--- src/jsei_pkg.sv ---
`timescale 1ns / 1ps
// ----------------------------------------------------------------------------
// jsei_pkg
// Shared constants, types and fixed-point helpers of the joint state
// integrator.
// ----------------------------------------------------------------------------
package jsei_pkg;

  localparam int MAX_BODIES = 256;
  localparam int NPOS       = 7;
  localparam int NVEL       = 6;
  localparam int POS_DEPTH  = MAX_BODIES * NPOS;
  localparam int VEL_DEPTH  = MAX_BODIES * NVEL;
  localparam int POS_AW     = $clog2(POS_DEPTH);
  localparam int VEL_AW     = $clog2(VEL_DEPTH);
  localparam int ACC_W      = 52;
  localparam int NUM_W      = 48;

  localparam logic [30:0] STEP_RESET = 31'd655;

  // command codes
  localparam logic [1:0] CMD_LOAD_POS  = 2'd0;
  localparam logic [1:0] CMD_LOAD_VEL  = 2'd1;
  localparam logic [1:0] CMD_INTEGRATE = 2'd2;
  localparam logic [1:0] CMD_RESERVED  = 2'd3;

  // joint types
  localparam logic [2:0] DOF_FREE   = 3'd0;
  localparam logic [2:0] DOF_SLIDER = 3'd1;
  localparam logic [2:0] DOF_HINGE  = 3'd2;
  localparam logic [2:0] DOF_FIXED  = 3'd3;
  localparam logic [2:0] DOF_BALL   = 3'd4;

  // one product of the quaternion rate
  typedef struct packed {
    logic [1:0] qc;    // quaternion component
    logic [1:0] oc;    // angular velocity component
    logic [1:0] term;  // rate term it goes into
    logic       neg;   // subtracted
  } qprod_t;

  // omega (x) q, three products per term
  function automatic qprod_t qprod(input logic [3:0] m);
    qprod_t r;
    unique case (m)
      4'd0:    r = '{qc: 2'd1, oc: 2'd0, term: 2'd0, neg: 1'b1};
      4'd1:    r = '{qc: 2'd2, oc: 2'd1, term: 2'd0, neg: 1'b1};
      4'd2:    r = '{qc: 2'd3, oc: 2'd2, term: 2'd0, neg: 1'b1};
      4'd3:    r = '{qc: 2'd0, oc: 2'd0, term: 2'd1, neg: 1'b0};
      4'd4:    r = '{qc: 2'd3, oc: 2'd1, term: 2'd1, neg: 1'b0};
      4'd5:    r = '{qc: 2'd2, oc: 2'd2, term: 2'd1, neg: 1'b1};
      4'd6:    r = '{qc: 2'd3, oc: 2'd0, term: 2'd2, neg: 1'b1};
      4'd7:    r = '{qc: 2'd0, oc: 2'd1, term: 2'd2, neg: 1'b0};
      4'd8:    r = '{qc: 2'd1, oc: 2'd2, term: 2'd2, neg: 1'b0};
      4'd9:    r = '{qc: 2'd2, oc: 2'd0, term: 2'd3, neg: 1'b0};
      4'd10:   r = '{qc: 2'd1, oc: 2'd1, term: 2'd3, neg: 1'b1};
      4'd11:   r = '{qc: 2'd0, oc: 2'd2, term: 2'd3, neg: 1'b0};
      default: r = '{qc: 2'd0, oc: 2'd0, term: 2'd0, neg: 1'b0};
    endcase
    return r;
  endfunction

  function automatic logic signed [65:0] sx32(input logic signed [31:0] v);
    return {{34{v[31]}}, v};
  endfunction

  function automatic logic signed [31:0] sat32(input logic signed [65:0] v);
    if (v > 66'sd2147483647) begin
      return 32'sh7fffffff;
    end else if (v < -66'sd2147483648) begin
      return 32'sh80000000;
    end else begin
      return v[31:0];
    end
  endfunction

  // round to nearest, ties upward
  function automatic logic signed [65:0] rnd16(input logic signed [65:0] p);
    return (p + 66'sd32768) >>> 16;
  endfunction

  function automatic logic signed [65:0] rnd17(input logic signed [65:0] p);
    return (p + 66'sd65536) >>> 17;
  endfunction

  function automatic logic [31:0] mag32(input logic signed [31:0] v);
    return v[31] ? 32'(-{1'b0, v}) : v;
  endfunction

endpackage

--- src/jsei_div.sv ---
`timescale 1ns / 1ps
// ----------------------------------------------------------------------------
// jsei_div
// Unsigned restoring divider, one quotient bit per cycle.
// ----------------------------------------------------------------------------
module jsei_div
  import jsei_pkg::*;
(
  input  logic             clk,
  input  logic             rst,
  input  logic             start,
  input  logic [NUM_W-1:0] num,
  input  logic [31:0]      den,
  output logic             busy,
  output logic             done,
  output logic [NUM_W-1:0] quo
);

  logic [32:0] rem;
  logic [31:0] d;
  logic [5:0]  cnt;
  logic [32:0] rem_sh;

  assign rem_sh = {rem[31:0], quo[NUM_W-1]};

  // control
  always_ff @(posedge clk) begin
    if (rst) begin
      busy <= 1'b0;
      done <= 1'b0;
      cnt  <= '0;
    end else begin
      done <= 1'b0;
      if (start) begin
        busy <= 1'b1;
        cnt  <= '0;
      end else if (busy) begin
        cnt <= cnt + 6'd1;
        if (cnt == 6'(NUM_W - 1)) begin
          busy <= 1'b0;
          done <= 1'b1;
        end
      end
    end
  end

  // numerator shifts out as quotient shifts in
  always_ff @(posedge clk) begin
    if (start) begin
      quo <= num;
      rem <= '0;
      d   <= den;
    end else if (busy) begin
      if (rem_sh >= {1'b0, d}) begin
        rem <= rem_sh - {1'b0, d};
        quo <= {quo[NUM_W-2:0], 1'b1};
      end else begin
        rem <= rem_sh;
        quo <= {quo[NUM_W-2:0], 1'b0};
      end
    end
  end

endmodule
--- config.mk ---
export PLATFORM = sky130hd
export DESIGN_NAME = jsei_div
export DESIGN_NICKNAME = d
export VERILOG_FILES = /design/src/jsei_pkg.sv /design/src/jsei_div.sv
export SDC_FILE = /design/constraint.sdc
export NUM_CORES = 1
export LEC_CHECK = 0
export BUFFER_PORTS_ARGS = -buffer_cell sky130_fd_sc_hd__buf_2
export CAP_MARGIN = 0
export CORE_ASPECT_RATIO = 1.75
export CORE_MARGIN = 2
export CORE_UTILIZATION = 50
export CTS_CLUSTER_SIZE = 28
export DETAILED_ROUTE_END_ITERATION = 10
export PLACE_DENSITY_LB_ADDON = 0.1
export SLEW_MARGIN = 20
export SYNTH_ARGS = -nofsm -noshare
export SYNTH_HDL_FRONTEND = slang
export SYNTH_SLANG_ARGS = --single-unit
--- constraint.sdc ---
create_clock -name clk -period 2.6 [get_ports clk]
set_input_delay 0.39 -clock clk [delete_from_list [all_inputs] [get_ports clk]]
set_output_delay 0.39 -clock clk [all_outputs]
set_load 0.05 [all_outputs]
Word level (Yosys, flattened, before mapping)
Cells that the tools add are included.

Reductions and logical operators: 3. Add/subtract/negate cells: 2. Mux-type cells: 8. Equality and inequality tests: 1. $lt $le $gt $ge: 1. Bitwise logic cells: 1.

Operators with widths (number): $mux W48 (2); $ge A33 B32 Y1 (1); $mux W32 (1); $sub A32 B32 Y32 (1); $add A6 B1 Y6 const B (1); $eq A6 B6 Y1 const B (1); $mux W1 (5); $reduce_or A3 Y1 (1); $reduce_bool A2 Y1 (1); $reduce_or A2 Y1 (1); $not A1 Y1 (1).

Output and inout bits: 50. Register bits: 120.

Longest topological paths before layout
Depth after elaboration: 4. Depth in mapped cells: 14. Mapped depth without buffers: 11.

Worst setup path before layout
Ideal clock, no wire load.

Kind: reg-to-reg. Start point: register quo[47]. End point: register rem[22]. Data arrival time: 2.887 ns. Path buffers: 2. Clock period less this slack: 2.978 ns. Cell stages (with the launch flop): 13. Setup slack: -0.378 ns. Setup time: 0.091 ns. Required time: 2.509 ns. Cell sequence: edfxtp_1 > inv_1 > ha_1 > nand2b_1 > a21oi_1 > o31a_1 > o31ai_1 > and2_4 > buf_6 > o311a_1 > buf_6 > or3b_1 > a311oi_1.

Word-level cells in the longest chain between the ends: 2. Elaborated cells on any way between the ends: 3.

Ends and longest elaborated chain: from (decl) (RTL line jsei_div.sv:16) `output logic [NUM_W-1:0] quo`; from (signal assigned) (RTL line jsei_div.sv:50) `quo <= num;`; from (signal assigned) (RTL line jsei_div.sv:56) `quo <= {quo[NUM_W-2:0], 1'b1};`; from (signal assigned) (RTL line jsei_div.sv:59) `quo <= {quo[NUM_W-2:0], 1'b0};`; $sub A32 B32 Y32 or $ge A33 B32 Y1 (tied branches) (RTL line jsei_div.sv:55, jsei_div.sv:54); $mux W32 * (RTL line jsei_div.sv:54) `if (rem_sh >= {1'b0, d}) begin`; to (signal assigned) (RTL line jsei_div.sv:55) `rem <= rem_sh - {1'b0, d};`; to (signal assigned) (RTL line jsei_div.sv:58) `rem <= rem_sh;`; to (decl) (RTL line jsei_div.sv:19) `logic [32:0] rem;`.

Every way passes the cells marked *; elsewhere a longest branch is shown, timed or not. A chain may end at the register's enable or synchronous reset.

Final worst setup path
Same ends and word-level chain as after synthesis.

==> impl_metrics.yaml <==
sta:
  skew_ns: 0.0113
  final-hold-violation-count: 0
  worst_slack_ns: -0.00142
  rsz0062_at_grt: "yes"
  finalSetupViolCount: 1
  timing.fmax_mhz: 384
  tightest_slew_ns: 0.680
  drv_slew: 0
  finalCritPeriodShare: 1.00
  slew_headroom: 0.546
  period_needed_ns: 2.60
global_route:
  grt_pass1_vias: 5954
  grt_usage: 0.237
  antenna_found_initial: 0
  grt_pass1_wl_mm: 27.1
  gr-total-overflow: 0
  grt_max_degree: 76
route:
  drc: 0
  wl_per_cell_um: 17.1
  drt_first_pass_iters: 5
  detail-route-antenna-nets: 0
  num_vias: 5603
  drtIter0Drc: 198
  wl_mm: 16.9
  viasPerCell: 5.67
floorplan:
  die_w_um: 91.2
  core-area_um2: 12900
  dieArea_um2: 14300
  initial_core_util: 0.514
  die_height_um: 157
  ios: 133
  row_count: 55
finish:
  antennaDiodeCount: 0
  syn_to_final_growth_pct: 32.4
  nets: 921
  drive_above_1_share: 0.400
  final_util: 0.681
power_and_ir_drop:
  p_leak_nw: 3.66
  p_per_area_nw_per_um2: 731
  ir_drop_v: 0.000519
critical_path:
  crit_path_end_kind: "flip-flop"
  arrival_ns: 2.93
  crit_type: "flip-flop to flip-flop"
  rr_startpoint: "quo[47]$_DFFE_PP_"
  startpoint: "quo[47]$_DFFE_PP_"
  cp-endpoint: "rem[22]$_SDFFE_PP0P_"
  ff2ff_path_depth: 11
  required_ns: 2.93
  path_max_fanout: 4
  reg2reg_to: "rem[22]$_SDFFE_PP0P_"
  critPathLaunchType: "flip-flop"
  r2r_slack_ns: -0.001
status:
  outcome: "finished, violations left"
  violations: "negative setup slack"
yosys:
  synth-seq-area-share: 0.482
  yosys_warnings: 0
  netlist_instances: 631
  ys_seq_elements: 120
  syn_area_per_cell_um2: 10.5
  synth_nets: 748
  async_flop_share: 0
  ys.flop_type: "edfxtp_1"
  ys_types: 63
  netlist_area_um2: 6650
  synth_edf_count: 80
min_path:
  hold_path.class: "input port to flip-flop"
clock_tree:
  cts-hold-fix-buffers: 0
  cts_tree: "yes"
  cts_buffer_depth: 2
  clk_latency_ns: 0.43
  clk_pin_slew_ns: 0.06
  htreeDepth: 4
  cts_buffers: 17
  cts-root-buf: "clkbuf_16"
  cts.sinks: 120
placed_design:
  dp_hpwl_mm: 11.7
  gp_congestion: 0.930
  io_buffers: 132
  dp_slack_ns: -0.193
flow_run:
  cap_violations: 0
==> layout make-up <==
type,count,area [um2]
multi-input cells,438,3490
fillers,1036,4130
flip-flops and latches,120,3200
inverters,40,150
well taps,171,214
clock inverters,15,188
clock buffers,17,425
repair buffers,187,1140
==> report_power, final <==
part / leakage (nW) / internal (mW) / switching (mW)
combinational: 2.25 / 0.659 / 1.00
clock: 0.294 / 1.53 / 0.930
sequential: 1.12 / 2.23 / 0.0940
total: 3.66 / 4.41 / 2.03
==> worst min path at each step <==
| stage | from | end | slack, ns | cells after the start |
|---|---|---|---|---|
| 2_1_floorplan | cnt[4]$_SDFFE_PP0P_ | done$_SDFF_PP0_ | 0.46 | 1 |
| 3_3_place_gp | cnt[5]$_SDFFE_PP0P_ | cnt[5]$_SDFFE_PP0P_ | 0.47 | 2 |
| 3_5_place_dp | rem[13]$_SDFFE_PP0P_ | rem[14]$_SDFFE_PP0P_ | 0.49 | 2 |
| 4_1_cts | rst | busy$_SDFF_PP0_ | 0.13 | 2 |
| 5_1_grt | rst | busy$_SDFF_PP0_ | 0.13 | 2 |
| 6_report | rst | busy$_SDFF_PP0_ | 0.14 | 2 |
==> repair_timing <==
item | 4_1_cts | 5_1_grt
resized for setup | 20 | 43
endpoints found under the setup margin | 21 | 33
pin swaps | 12 | 22
buffers inserted | 5 | 6
==> worst max-delay path, cell delays in order (launching register included) <==
cell	delay, ns
edfxtp_1	0.39
inv_2	0.08
ha_4	0.16
buf_4	0.12
nand2b_4	0.14
a21oi_2	0.21
o31a_1	0.21
o31ai_2	0.08
and2_4	0.16
o311a_4	0.33
or3b_4	0.38
a311oi_1	0.25
==> state kept, by name (all words and copies together), names as in the netlist <==
name and cells:
quo 48, d 32, cnt 6, done 1, busy 1, rem 32
==> cell usage after synthesis (5+ instances only) <==
cell type / n / area (um2)
clkbuf_1: 20 / 75.1
xnor2_1: 21 / 184
ha_1: 33 / 413
a21oi_1: 29 / 145
mux2_2: 48 / 541
nor2b_1: 8 / 50.1
dfxtp_1: 40 / 801
nand2b_1: 6 / 37.5
o21ai_0: 20 / 100
nand4_1: 11 / 68.8
xor2_1: 8 / 70.1
a311oi_1: 22 / 193
nand3_1: 8 / 40.0
nor2_1: 50 / 188
a31oi_1: 5 / 31.3
inv_1: 40 / 150
nor3b_1: 8 / 60.1
a41oi_1: 6 / 52.6
nand2_1: 65 / 244
o31ai_1: 12 / 90.1
o21a_1: 7 / 52.6
a21o_1: 10 / 75.1
and3_1: 6 / 37.5
edfxtp_1: 80 / 2400
nor4_1: 5 / 31.3
==> per-layer routing <==
layer	track usage	vias up	share of wire
li1	-	2684	-
met1	0.238	2704	0.37
met2	0.443	175	0.55
met3	0.0525	40	0.046
met4	0.137	0	0.032
met5	0	-	0
==> per-stage QoR <==
| step | power, mW | setup TNS (ns) | cell area [um2] | std cells | hold slack, ns |
|---|---|---|---|---|---|
| floorplan | 3.41 | -3.03 | 6700 | 631 | 0.458 |
| global placement | 3.82 | -0.112 | 7780 | 946 | 0.468 |
| detailed placement | 3.85 | -0.774 | 7780 | 946 | 0.492 |
| CTS | 6.37 | -0.166 | 8530 | 982 | 0.128 |
| global route | 6.69 | -1.02 | 8810 | 988 | 0.131 |
| finish | 6.44 | -0.00142 | 8810 | 988 | 0.136 |
==> logic make-up (layout without fill, tap and decap cells) <==
group | count (synthesis) | in the layout | share of synthesized area
and+or+nand+nor | 184 | 184 | 0.133
AOI/OAI and AO/OA | 141 | 141 | 0.152
DFF | 120 | 120 | 0.482
buffers and inverters | 73 | 259 | 0.0459
muxes | 50 | 50 | 0.0843
adders and majority gates | 34 | 34 | 0.0651
xor gates and xnor gates | 29 | 29 | 0.0382
==> layout by cell type, fill, tap and decap left out, types with 8 or more instances in the layout <==
cell and instances:
clkbuf_16 17, a311oi_1 15, buf_4 47, nor2_1 47
nand2_1 63, inv_1 38, mux2_2 47, a21o_1 10
dfxtp_1 39, o31ai_1 8, ha_1 25, edfxtp_1 80
buf_2 131, xnor2_1 21, a21oi_1 26, nand3_1 8
xor2_1 8, nand4_1 11, o21ai_0 15
Power figures use the tool's default switching activity.
