## config.mk

```make
export PLATFORM = sky130hd
export DESIGN_NAME = jsei_isqrt
export DESIGN_NICKNAME = d
export VERILOG_FILES = /design/src/jsei_pkg.sv /design/src/jsei_isqrt.sv
export SDC_FILE = /design/constraint.sdc
export NUM_CORES = 1
export LEC_CHECK = 0
export ABC_CLOCK_PERIOD_IN_PS = 3900
export BUFFER_PORTS_ARGS = -buffer_cell sky130_fd_sc_hd__buf_2
export CAP_MARGIN = 20
export CORE_MARGIN = 10
export CORE_UTILIZATION = 35
export CTS_BUF_LIST = sky130_fd_sc_hd__clkbuf_2 sky130_fd_sc_hd__clkbuf_4 sky130_fd_sc_hd__clkbuf_8
export DETAILED_ROUTE_END_ITERATION = 10
export PLACE_DENSITY_LB_ADDON = 0.05
export SKIP_LAST_GASP = 1
export SLEW_MARGIN = 20
export SYNTH_ARGS = -nofsm -noshare
export SYNTH_HDL_FRONTEND = slang
export SYNTH_SLANG_ARGS = --single-unit
```

## constraint.sdc

```tcl
create_clock -name clk -period 3.9 [get_ports clk]
set_clock_uncertainty 0.15 [all_clocks]
set_input_delay 0.78 -clock clk [delete_from_list [all_inputs] [get_ports clk]]
set_output_delay 0.78 -clock clk [all_outputs]
set_load 0.005 [all_outputs]
```

## src/jsei_pkg.sv

```systemverilog
`timescale 1ns / 1ps
// ----------------------------------------------------------------------------
// jsei_pkg
// Shared constants, types and fixed-point helpers of the joint state
// integrator.
// ----------------------------------------------------------------------------
package jsei_pkg;

  localparam int MAX_BODIES = 256;
  localparam int NPOS       = 7;
  localparam int NVEL       = 6;
  localparam int POS_DEPTH  = MAX_BODIES * NPOS;
  localparam int VEL_DEPTH  = MAX_BODIES * NVEL;
  localparam int POS_AW     = $clog2(POS_DEPTH);
  localparam int VEL_AW     = $clog2(VEL_DEPTH);
  localparam int ACC_W      = 52;
  localparam int NUM_W      = 48;

  localparam logic [30:0] STEP_RESET = 31'd655;

  // command codes
  localparam logic [1:0] CMD_LOAD_POS  = 2'd0;
  localparam logic [1:0] CMD_LOAD_VEL  = 2'd1;
  localparam logic [1:0] CMD_INTEGRATE = 2'd2;
  localparam logic [1:0] CMD_RESERVED  = 2'd3;

  // joint types
  localparam logic [2:0] DOF_FREE   = 3'd0;
  localparam logic [2:0] DOF_SLIDER = 3'd1;
  localparam logic [2:0] DOF_HINGE  = 3'd2;
  localparam logic [2:0] DOF_FIXED  = 3'd3;
  localparam logic [2:0] DOF_BALL   = 3'd4;

  // one product of the quaternion rate
  typedef struct packed {
    logic [1:0] qc;    // quaternion component
    logic [1:0] oc;    // angular velocity component
    logic [1:0] term;  // rate term it goes into
    logic       neg;   // subtracted
  } qprod_t;

  // omega (x) q, three products per term
  function automatic qprod_t qprod(input logic [3:0] m);
    qprod_t r;
    unique case (m)
      4'd0:    r = '{qc: 2'd1, oc: 2'd0, term: 2'd0, neg: 1'b1};
      4'd1:    r = '{qc: 2'd2, oc: 2'd1, term: 2'd0, neg: 1'b1};
      4'd2:    r = '{qc: 2'd3, oc: 2'd2, term: 2'd0, neg: 1'b1};
      4'd3:    r = '{qc: 2'd0, oc: 2'd0, term: 2'd1, neg: 1'b0};
      4'd4:    r = '{qc: 2'd3, oc: 2'd1, term: 2'd1, neg: 1'b0};
      4'd5:    r = '{qc: 2'd2, oc: 2'd2, term: 2'd1, neg: 1'b1};
      4'd6:    r = '{qc: 2'd3, oc: 2'd0, term: 2'd2, neg: 1'b1};
      4'd7:    r = '{qc: 2'd0, oc: 2'd1, term: 2'd2, neg: 1'b0};
      4'd8:    r = '{qc: 2'd1, oc: 2'd2, term: 2'd2, neg: 1'b0};
      4'd9:    r = '{qc: 2'd2, oc: 2'd0, term: 2'd3, neg: 1'b0};
      4'd10:   r = '{qc: 2'd1, oc: 2'd1, term: 2'd3, neg: 1'b1};
      4'd11:   r = '{qc: 2'd0, oc: 2'd2, term: 2'd3, neg: 1'b0};
      default: r = '{qc: 2'd0, oc: 2'd0, term: 2'd0, neg: 1'b0};
    endcase
    return r;
  endfunction

  function automatic logic signed [65:0] sx32(input logic signed [31:0] v);
    return {{34{v[31]}}, v};
  endfunction

  function automatic logic signed [31:0] sat32(input logic signed [65:0] v);
    if (v > 66'sd2147483647) begin
      return 32'sh7fffffff;
    end else if (v < -66'sd2147483648) begin
      return 32'sh80000000;
    end else begin
      return v[31:0];
    end
  endfunction

  // round to nearest, ties upward
  function automatic logic signed [65:0] rnd16(input logic signed [65:0] p);
    return (p + 66'sd32768) >>> 16;
  endfunction

  function automatic logic signed [65:0] rnd17(input logic signed [65:0] p);
    return (p + 66'sd65536) >>> 17;
  endfunction

  function automatic logic [31:0] mag32(input logic signed [31:0] v);
    return v[31] ? 32'(-{1'b0, v}) : v;
  endfunction

endpackage

```

## src/jsei_isqrt.sv

```systemverilog
`timescale 1ns / 1ps
// ----------------------------------------------------------------------------
// jsei_isqrt
// Integer square root of a 64-bit value, two radicand bits per cycle.
// ----------------------------------------------------------------------------
module jsei_isqrt
  import jsei_pkg::*;
(
  input  logic        clk,
  input  logic        rst,
  input  logic        start,
  input  logic [63:0] radicand,
  output logic        busy,
  output logic        done,
  output logic [31:0] root
);

  logic [63:0] x;
  logic [33:0] rem;
  logic [5:0]  cnt;
  logic [33:0] rem_sh;
  logic [33:0] trial;

  assign rem_sh = {rem[31:0], x[63:62]};
  assign trial  = {root, 2'b01};

  // control
  always_ff @(posedge clk) begin
    if (rst) begin
      busy <= 1'b0;
      done <= 1'b0;
      cnt  <= '0;
    end else begin
      done <= 1'b0;
      if (start) begin
        busy <= 1'b1;
        cnt  <= '0;
      end else if (busy) begin
        cnt <= cnt + 6'd1;
        if (cnt == 6'd31) begin
          busy <= 1'b0;
          done <= 1'b1;
        end
      end
    end
  end

  // one root digit per cycle
  always_ff @(posedge clk) begin
    if (start) begin
      x    <= radicand;
      rem  <= '0;
      root <= '0;
    end else if (busy) begin
      x <= {x[61:0], 2'b00};
      if (rem_sh >= trial) begin
        rem  <= rem_sh - trial;
        root <= {root[30:0], 1'b1};
      end else begin
        rem  <= rem_sh;
        root <= {root[30:0], 1'b0};
      end
    end
  end

endmodule

```

### Word level (Yosys, flattened, before mapping)

Cells that the tools add are included.

| storage, ports and cells | value |
|---|---|
| register bits | 136 |
| bits of input ports | 67 |
| logic and storage cells | 22 |

| cells by class | value |
|---|---|
| $add $sub $neg | 2 |
| $lt $le $gt $ge | 1 |
| equality and inequality tests | 1 |
| mux-type cells | 8 |
| bitwise operators | 1 |
| reduce and logical (&&, ||, !) cells | 3 |

Operators by type and width:

| cell | number |
|---|---|
| 64-bit 2-to-1 mux | 2 |
| 34-bit greater-or-equal comparator | 1 |
| 32-bit 2-to-1 mux | 1 |
| 32-bit subtractor | 1 |
| 6-bit by 1-bit adder with 6-bit output (second input constant) | 1 |
| 6-bit by 5-bit == test with 1-bit output (second input constant) | 1 |
| 1-bit 2-to-1 mux | 5 |
| 3-bit OR reduction | 1 |
| 2-bit nonzero test | 1 |
| 2-bit OR reduction | 1 |
| 1-bit NOT | 1 |

### Logic depth before layout (Yosys ltp)

Gate-level depths: netlist of run 1.

| depth | value |
|---|---|
| word-level depth | 4 |
| depth in mapped cells | 13 |

### Least setup slack after synthesis of run 1

No wires, ideal clock.

| path | value |
|---|---|
| path kind | in2reg |
| from | input port start |
| to | register x[0], enable pin |
| library setup time | 0.424 ns |
| arrival time | 2.329 ns |
| required time | 3.326 ns |
| path slack | 0.998 ns |
| stages on the path | 2 |
| path buffers | 0 |
| cells stage by stage | clkinv_1 -> nand2_1 |

| on the way | value |
|---|---|
| cells in the longest elaborated chain, start to end | 1 |

Ends and longest elaborated chain:

| what | line | source |
|---|---|---|
| start: declaration | jsei_isqrt.sv:11 | `input logic start,` |
| 2-bit nonzero test (no line) | - |  |
| end signal: assignment | jsei_isqrt.sv:51 | `x <= radicand;` |
| end signal: assignment | jsei_isqrt.sv:55 | `x <= {x[61:0], 2'b00};` |
| end: declaration | jsei_isqrt.sv:18 | `logic [63:0] x;` |

No other way between the ends.
A chain may end at the register's enable or synchronous reset.

### Final worst setup path of run 1

| path | value |
|---|---|
| from | register root[21] |
| to | register rem[26] |

| on the way | value |
|---|---|
| cells in the longest elaborated chain, start to end | 2 |

Ends and longest elaborated chain:

| what | line | source |
|---|---|---|
| start: declaration | jsei_isqrt.sv:15 | `output logic [31:0] root` |
| start signal: assignment | jsei_isqrt.sv:58 | `root <= {root[30:0], 1'b1};` |
| start signal: assignment | jsei_isqrt.sv:61 | `root <= {root[30:0], 1'b0};` |
| 32-bit subtractor or 34-bit greater-or-equal comparator (tied branches) | jsei_isqrt.sv:57, jsei_isqrt.sv:56 |  |
| 32-bit 2-to-1 mux * | jsei_isqrt.sv:56 | `if (rem_sh >= trial) begin` |
| end signal: assignment | jsei_isqrt.sv:57 | `rem <= rem_sh - trial;` |
| end signal: assignment | jsei_isqrt.sv:60 | `rem <= rem_sh;` |
| end: declaration | jsei_isqrt.sv:19 | `logic [33:0] rem;` |

Every way passes the cells marked *; elsewhere a longest branch is shown, timed or not.

==> metrics.cfg, run 1 <==
[run_status]
status=complete, no violations

[die]
ios=101
start_util=0.3570
die_h_microns=166.7
die-width_microns=166.7
core-area_sq_um=21090
dieArea_sq_um=27780
rows=53

[route]
drtIter0Drc=273
drc=0
vias_per_cell=5.160
vias=5857
first_pass_iters=4
ant_nets=0
wire_per_inst_microns=16.34
wl_mm=18.54

[layout]
area_growth_pct=15.82
drive_gt1_frac=0.2421
final_nets=948

[worst_setup_path]
rr_startpoint=root[21]
cp_num_buf_inv=1
arrival_ns=3.54
crit_family=compound AO/OA/AOI/OAI gates
r2r_slack_ns=0.55
crit_slowest_cell=or4b_1
crit_end=rem[26]
crit_cells=10
cp_common_cell=a311oi_1
critPathLaunch=root[21]
r2r_cells=10
r2r_end=rem[26]
critPathLaunchType=register
required_ns=4.10
crit_chain=inv_1, ha_1, a21o_1, a21oi_1, o21bai_1, a311oi_1, a31o_1, o21a_1, or4b_1, a311oi_1
critPathMaxFanout=12
critPathKind=register to register
cp-end-kind=register
critical-path-max-stage-delay_ns=0.58

[timing]
relSlewSlack=0.5190
setup_violations=0
fin_tns_setup_ns=0
hold_ws_ns=0.3433
worst_pin_slew_ns=0.7188
post-route-period-util=0.8579
maxSlewViolCount=0
hold_viol=0
rsz0062_at_grt=false
fin_crit_ns=3.346
fmax_mhz=298.9

[logic_synthesis]
yosysWarnings=0
syn_avg_cell_area_sq_um=9.841
yosys.area.top_type_share=0.2553
async_flop_share=0
yosysSeqAreaShare=0.4467
synth_flop_cell=dfxtp_1
synth_area_sq_um=7528
syn-num-nets=867
synth_area_leaders=edfxtp_1 (26%), dfxtp_1 (19%), mux2_2 (9.3%), ha_1 (5.8%), mux2i_1 (4.4%)
ys_ff_latch=136
yosys-top-cells-count=nor2_1 (85), nand2_1 (79), dfxtp_1 (72)
yosys.cell_types.count=64
synth_most_common_cell=nor2_1
synth_area_leader_cell=edfxtp_1
synth_edf_count=64
synth_cells=765

[clocking]
clk_pin_slew_worst_paths_ns=0.09
cts_setup_buffers=0
ctsResizeCount=0
cts_made_buffers=17
clockBufferDepth=2
holdBufCountCts=0
clkLatencyLatePin_ns=0.44
clock-root-buffer=clkbuf_8
cts.sinks=136
cts_tree=built
h-tree-depth=4

[min_path]
min_path_type=primary input to register
timing.hold.worst_path_depth=2

[global_routing]
antenna_found_initial=2
grt_use_total=0.1306
overflow=0
grt_start_max_net_pins=96
grt_pass1_vias=6028
grt_pass1_wl_mm=30.54

[placed_design]
place.port_buffers=100
gp_congestion=0.8436
hpwl_mm=13.17

[flow_run]
max_cap_violations=0

[power_and_ir_drop]
vdd_drop_max_mv=0.2251
power.density_nw_per_um2=544.4
p_leak_uw=0.003496

[metal layers]
layer	global-route usage	vias up	part of all wire
met2	0.2140	103	0.48
met3	0.04731	7	0.059
met1	0.1586	2816	0.45
met4	0.03475	0	0.0087
li1	-	2931	-
met5	0	-	0
[state kept, by name, summed over array words and instances (netlist names)]
name and flops:
x 64, rem 32, root 32, cnt 6
busy 1, done 1
[layout make-up]
type | instances | area [sq um]
Antenna cell | 1 | 2.502
Inverter | 46 | 172.7
Fill cell | 2123 | 12370
Tap cell | 275 | 344.1
Multi-Input combinational cell | 540 | 3814
Clock buffer | 17 | 234.0
Clock inverter | 15 | 207.7
Timing Repair Buffer | 105 | 578.1
Sequential cell | 136 | 3367
[power breakdown]
group | switching (uW) | total [uW] | internal (uW)
Sequential | 85.8 | 1730 | 1650
Combinational | 1020 | 1710 | 693
Clock | 644 | 1310 | 663
Total | 1750 | 4750 | 3000
[how the worst min path moves through the flow]
stage               startpoint       to
floorplan               cnt[5]   cnt[5]
global placement        cnt[5]   cnt[5]
detailed placement     rem[31]  rem[31]
CTS                        rst     busy
global route               rst     busy
finish                     rst     busy
[cells by family (layout without fill, tap and decap cells)]
kind of cell | after synthesis | in the layout | share of synthesized area
adders and majority gates | 35 | 35 | 0.05817
and+or+nand+nor | 240 | 240 | 0.1451
DFF | 136 | 136 | 0.4467
buffers and inverters | 89 | 183 | 0.04703
AOI/OAI and AO/OA | 146 | 146 | 0.1384
muxes | 95 | 95 | 0.1366
other | 0 | 1 | 0
xor gates and xnor gates | 24 | 24 | 0.02792
[cells in the final DEF, fill, tap and decap left out, types with 3 or more instances in the layout]
cell type,n
buf_12,3
a211oi_1,3
clkinv_4,3
ha_1,35
and3_1,8
o21a_1,8
nor2_1,85
a21oi_1,35
and2_1,3
edfxtp_1,64
xor2_1,12
dfxtp_1,71
and4_1,6
o311ai_0,5
nand2_1,78
nand4_1,11
nor3_1,9
buf_4,3
bufinv_16,3
o21bai_1,5
nand3_1,15
o21ai_0,20
inv_1,45
nand2b_1,3
or3_1,3
a311oi_1,25
mux2_2,62
o31ai_1,3
inv_8,6
mux2i_1,33
nor2b_1,3
buf_2,99
clkbuf_8,17
a21o_1,12
o211ai_1,6
xnor2_1,12
o221ai_1,3
a31oi_1,3
[through the flow]
stage | worst slack (ns) | total power [uW] | utilization | instances | area [sq um]
after floorplan | 0.9979 | 3039 | - | 765 | 7528
after global placement | 0.6776 | 3471 | 0.3924 | 1102 | 8275
after global routing | 0.3350 | 5079 | 0.4134 | 1134 | 8717
after detailed placement | 0.6060 | 3464 | 0.3924 | 1102 | 8275
final | 0.5541 | 4747 | 0.4135 | 1135 | 8720
after CTS | 0.5718 | 4805 | 0.4134 | 1134 | 8717
No activity file was read; power rests on OpenSTA's default activity.
==> run 2, diff against run 1 <==
--- a/config.mk
+++ b/config.mk
@@ -9,7 +9,7 @@
 export BUFFER_PORTS_ARGS = -buffer_cell sky130_fd_sc_hd__buf_2
 export CAP_MARGIN = 20
 export CORE_MARGIN = 10
-export CORE_UTILIZATION = 35
+export CORE_UTILIZATION = 50
 export CTS_BUF_LIST = sky130_fd_sc_hd__clkbuf_2 sky130_fd_sc_hd__clkbuf_4 sky130_fd_sc_hd__clkbuf_8
 export DETAILED_ROUTE_END_ITERATION = 10
 export PLACE_DENSITY_LB_ADDON = 0.05
==> run 2 against run 1 <==
Die area down 27%. Utilization is 17 points higher. Final cell count fell by 7.7%. Clock power fell by 5%. Setup slack improved by 0.010 ns. Highest routed layer unchanged. Critical path type unchanged. Largest cell class unchanged. First-iteration DRC count rose by 21%. Combinational power about the same. Register-to-register slack about the same. Critical endpoint is now rem[29].
==> metrics.cfg, run 2 (synthesized netlist as in run 1, its figures left out) <==
[run_status]
status=complete, no violations

[route]
first_pass_iters=6
wire_per_inst_microns=16.56
vias_per_cell=5.703
wl_mm=17.35
drc=0
ant_nets=0
vias=5977
drtIter0Drc=330

[clocking]
cts_tree=built
h-tree-depth=4
clkLatencyLatePin_ns=0.46
clk_pin_slew_worst_paths_ns=0.09
clockBufferDepth=2
holdBufCountCts=0
clock-root-buffer=clkbuf_8
cts_setup_buffers=0
cts_made_buffers=17
ctsResizeCount=0
cts.sinks=136

[worst_setup_path]
crit_slowest_cell=a31oi_1
critPathMaxFanout=6
arrival_ns=3.49
cp_num_buf_inv=1
cp-end-kind=register
r2r_cells=10
critPathKind=register to register
crit_family=compound AO/OA/AOI/OAI gates
required_ns=4.06
rr_startpoint=root[2]
r2r_slack_ns=0.56
r2r_end=rem[29]
critical-path-max-stage-delay_ns=0.51
crit_chain=inv_1, ha_1, a2111oi_2, o21ai_0, nand3_1, o31ai_1, a31oi_1, nor2_1, o311ai_0, a311oi_1
critPathLaunchType=register

[timing]
fin_crit_ns=3.336
post-route-period-util=0.8553
fin_ws_ns=0.5642
relSlewSlack=0.5090
fmax_mhz=299.8
hold_viol=0
worst_pin_slew_ns=0.7338
maxSlewViolCount=0
rsz0062_at_grt=false
setup_violations=0
fin_tns_setup_ns=0

[min_path]
min_from=rst
timing.hold.worst_path_depth=2
min_path_type=primary input to register
min_to=busy

[die]
start_util=0.5141
core-area_sq_um=14640
die_h_microns=142.7
dieArea_sq_um=20360
die-width_microns=142.7
ios=101
rows=44

[placed_design]
hpwl_mm=12.27
place.port_buffers=100
gp_congestion=0.9061
pre_cts_ws_ns=0.5978

[global_routing]
grt_pass1_vias=5995
grt_start_max_net_pins=63
antenna_found_initial=1
overflow=0
grt_use_total=0.1733
grt_pass1_wl_mm=28.79

[layout]
final_nets=952
area_growth_pct=14.26
largest_reg_flops=64
layout_commonest_cell=buf_2
final_cell_mix=buf_2 (99), nor2_1 (85), nand2_1 (78)
top_register=x
drive_gt1_frac=0.2457
top_regs=x x64, rem x32, root x32

[power_and_ir_drop]
power.density_nw_per_um2=542.7
vdd_drop_max_mv=0.3140
p_leak_uw=0.003500

[flow_run]
max_cap_violations=0

-- run 2: metrics by stage --
stage	std cells	power [uW]	utilization	hold slack (ns)	area, sq um
after detailed placement	1015	3431	0.5585	0.3356	8179
after global placement	1015	3396	0.5585	0.3164	8179
after floorplan	765	3039	-	0.3085	7528
after CTS	1047	4683	0.5872	0.3062	8600
after global routing	1047	4967	0.5872	0.3100	8600
final	1048	4668	0.5874	0.3343	8602
-- run 2: worst max-delay path by stage --
stage	endpoint	start	depth (start not counted)
after floorplan	x[0]	start	2
after global placement	rem[26]	root[21]	10
after detailed placement	rem[26]	root[18]	10
after CTS	rem[26]	root[18]	10
after global routing	rem[10]	root[11]	11
final	rem[29]	root[2]	10
-- run 2: layout make-up --
cell class	count	area, sq um
repair buffers	109	595.6
diodes	1	2.502
fillers	1294	6042
flip-flops and latches	136	3367
multi-input cells	540	3814
inverters	46	172.7
clock inverters	13	171.4
clock buffers	19	249.0
well taps	184	230.2
-- run 2: layer usage --
metal / wire (microns) / track usage
met5: 0 / 0
met4: 336 / 0.07003
met3: 1100 / 0.06136
met2: 8271 / 0.2803
met1: 7646 / 0.2063
-- run 2: power by group --
part | switching [uW] | total (uW) | internal [uW]
logic | 997 | 1690 | 694
clock network | 588 | 1240 | 654
registers | 88.5 | 1730 | 1650
==> run 3, diff against run 2 <==
--- a/config.mk
+++ b/config.mk
@@ -9,7 +9,7 @@
 export BUFFER_PORTS_ARGS = -buffer_cell sky130_fd_sc_hd__buf_2
 export CAP_MARGIN = 20
 export CORE_MARGIN = 10
-export CORE_UTILIZATION = 50
+export CORE_UTILIZATION = 45
 export CTS_BUF_LIST = sky130_fd_sc_hd__clkbuf_2 sky130_fd_sc_hd__clkbuf_4 sky130_fd_sc_hd__clkbuf_8
 export DETAILED_ROUTE_END_ITERATION = 10
 export PLACE_DENSITY_LB_ADDON = 0.05
==> run 3 against run 2 <==
Sequential power hardly changed. Critical path depth is 1 higher. Sequential cell count stayed put. First-iteration DRC count is 22% higher. Clock power is 7% lower. Critical path type unchanged.
==> metrics.cfg, run 3 (synthesized netlist as in run 1, its figures left out) <==
[worst_setup_path]
critPathKind=register to register
arrival_ns=3.47
r2r_slack_ns=0.62
cp-end-kind=register
r2r_end=rem[17]
r2r_cells=11
critPathLaunchType=register
required_ns=4.09
rr_startpoint=root[21]
critPathMaxFanout=14

[timing]
relSlewSlack=0.5284
fin_ws_ns=0.6223
fin_tns_setup_ns=0
fmax_mhz=305.1
post-route-period-util=0.8404
hold_viol=0
fin_crit_ns=3.278
rsz0062_at_grt=false
worst_pin_slew_ns=0.7048
maxSlewViolCount=0
setup_violations=0

[layout]
final_core_util=0.5220
finalNonFillerCells=1083
top_regs=x x64, rem x32, root x32
largest_reg_flops=64
drive_gt1_frac=0.2413
area_growth_pct=14.18
top_register=x
final_cell_mix=buf_2 (99), nor2_1 (85), nand2_1 (78)
layout_commonest_cell=buf_2
final_nets=951

[placed_design]
gp_congestion=0.9105
pre_cts_ws_ns=0.6539
hpwl_mm=12.65
post-place-cells=1050
place.port_buffers=100

[flow_run]
max_cap_violations=0

[power_and_ir_drop]
vdd_drop_max_mv=0.2972
power.total_uw=4569
power.density_nw_per_um2=531.5
p_leak_uw=0.003474

[route]
wl_mm=17.27
vias_per_cell=5.433
route.met2.wl_mm=8.313
ant_nets=0
wl_met3_mm=1.217
drtIter0Drc=401
wl_met1_mm=7.535
drc=0
first_pass_iters=5
wire_per_inst_microns=15.95
vias=5884
routed.top_layer=met4

[die]
core-area_sq_um=16470
dieArea_sq_um=22300
start_util=0.4572
rows=47
ios=101
die_h_microns=149.3
die-width_microns=149.3

[global_routing]
antenna_found_initial=1
grt_start_max_net_pins=65
grt_pass1_vias=6086
grt_use_total=0.1595
overflow=0
grt_pass1_wl_mm=29.50

[clocking]
cts_made_buffers=17
clock-root-buffer=clkbuf_8
clk_pin_slew_worst_paths_ns=0.08
holdBufCountCts=0
cts_setup_buffers=0
h-tree-depth=4
cts.sinks=136
ctsResizeCount=0
clockBufferDepth=2
cts_tree=built
clkLatencyLatePin_ns=0.44

[run_status]
status=complete, no violations

[min_path]
min_path_type=primary input to register
min_from=rst
timing.hold.worst_path_depth=2
min_to=busy

## run 3: area by class of cell
class / instances / area (sq um)
clock buffer: 18 / 241.5
timing repair buffer: 108 / 575.6
clock inverter: 14 / 147.6
inverter: 46 / 172.7
multi-input combinational: 540 / 3814
tap: 220 / 275.3
antenna: 1 / 2.502
sequential: 136 / 3367
fill: 1570 / 7870
## run 3: worst max-delay path by stage
stage                        start  endpoint  depth (start not counted)
after global routing      root[21]   rem[21]                         11
after global placement    root[18]   rem[22]                         11
after CTS                 root[21]   rem[19]                         11
after floorplan              start      x[0]                          2
after detailed placement  root[21]   rem[16]                         11
final                     root[21]   rem[17]                         11
## run 3: stage by stage
step                      cell area, sq um  hold slack [ns]
final                                 8596           0.3330
after global routing                  8593           0.2981
after CTS                             8593           0.2999
after detailed placement              8204           0.3414
after global placement                8204           0.3210
after floorplan                       7528           0.3085
## run 3: report_power, final
group / total, uW / internal, uW / switching, uW
clock network: 1150 / 580 / 574
logic: 1680 / 691 / 993
registers: 1730 / 1650 / 84.7
## run 3: routing by layer
metal / up-vias / track usage
met3: 17 / 0.05765
met5: - / 0
met2: 136 / 0.2628
met4: 0 / 0.04907
li1: 2936 / -
met1: 2795 / 0.1898
## run 3: worst max-delay path: stages, from the launching register on
cell	delay, ns
dfxtp_1	0.38
inv_1	0.06
ha_1	0.41
a21o_1	0.15
a21oi_1	0.07
o21bai_1	0.48
a311oi_1	0.09
a31o_1	0.27
o21ai_1	0.43
buf_4	0.30
nand2_1	0.09
a311oi_1	0.27
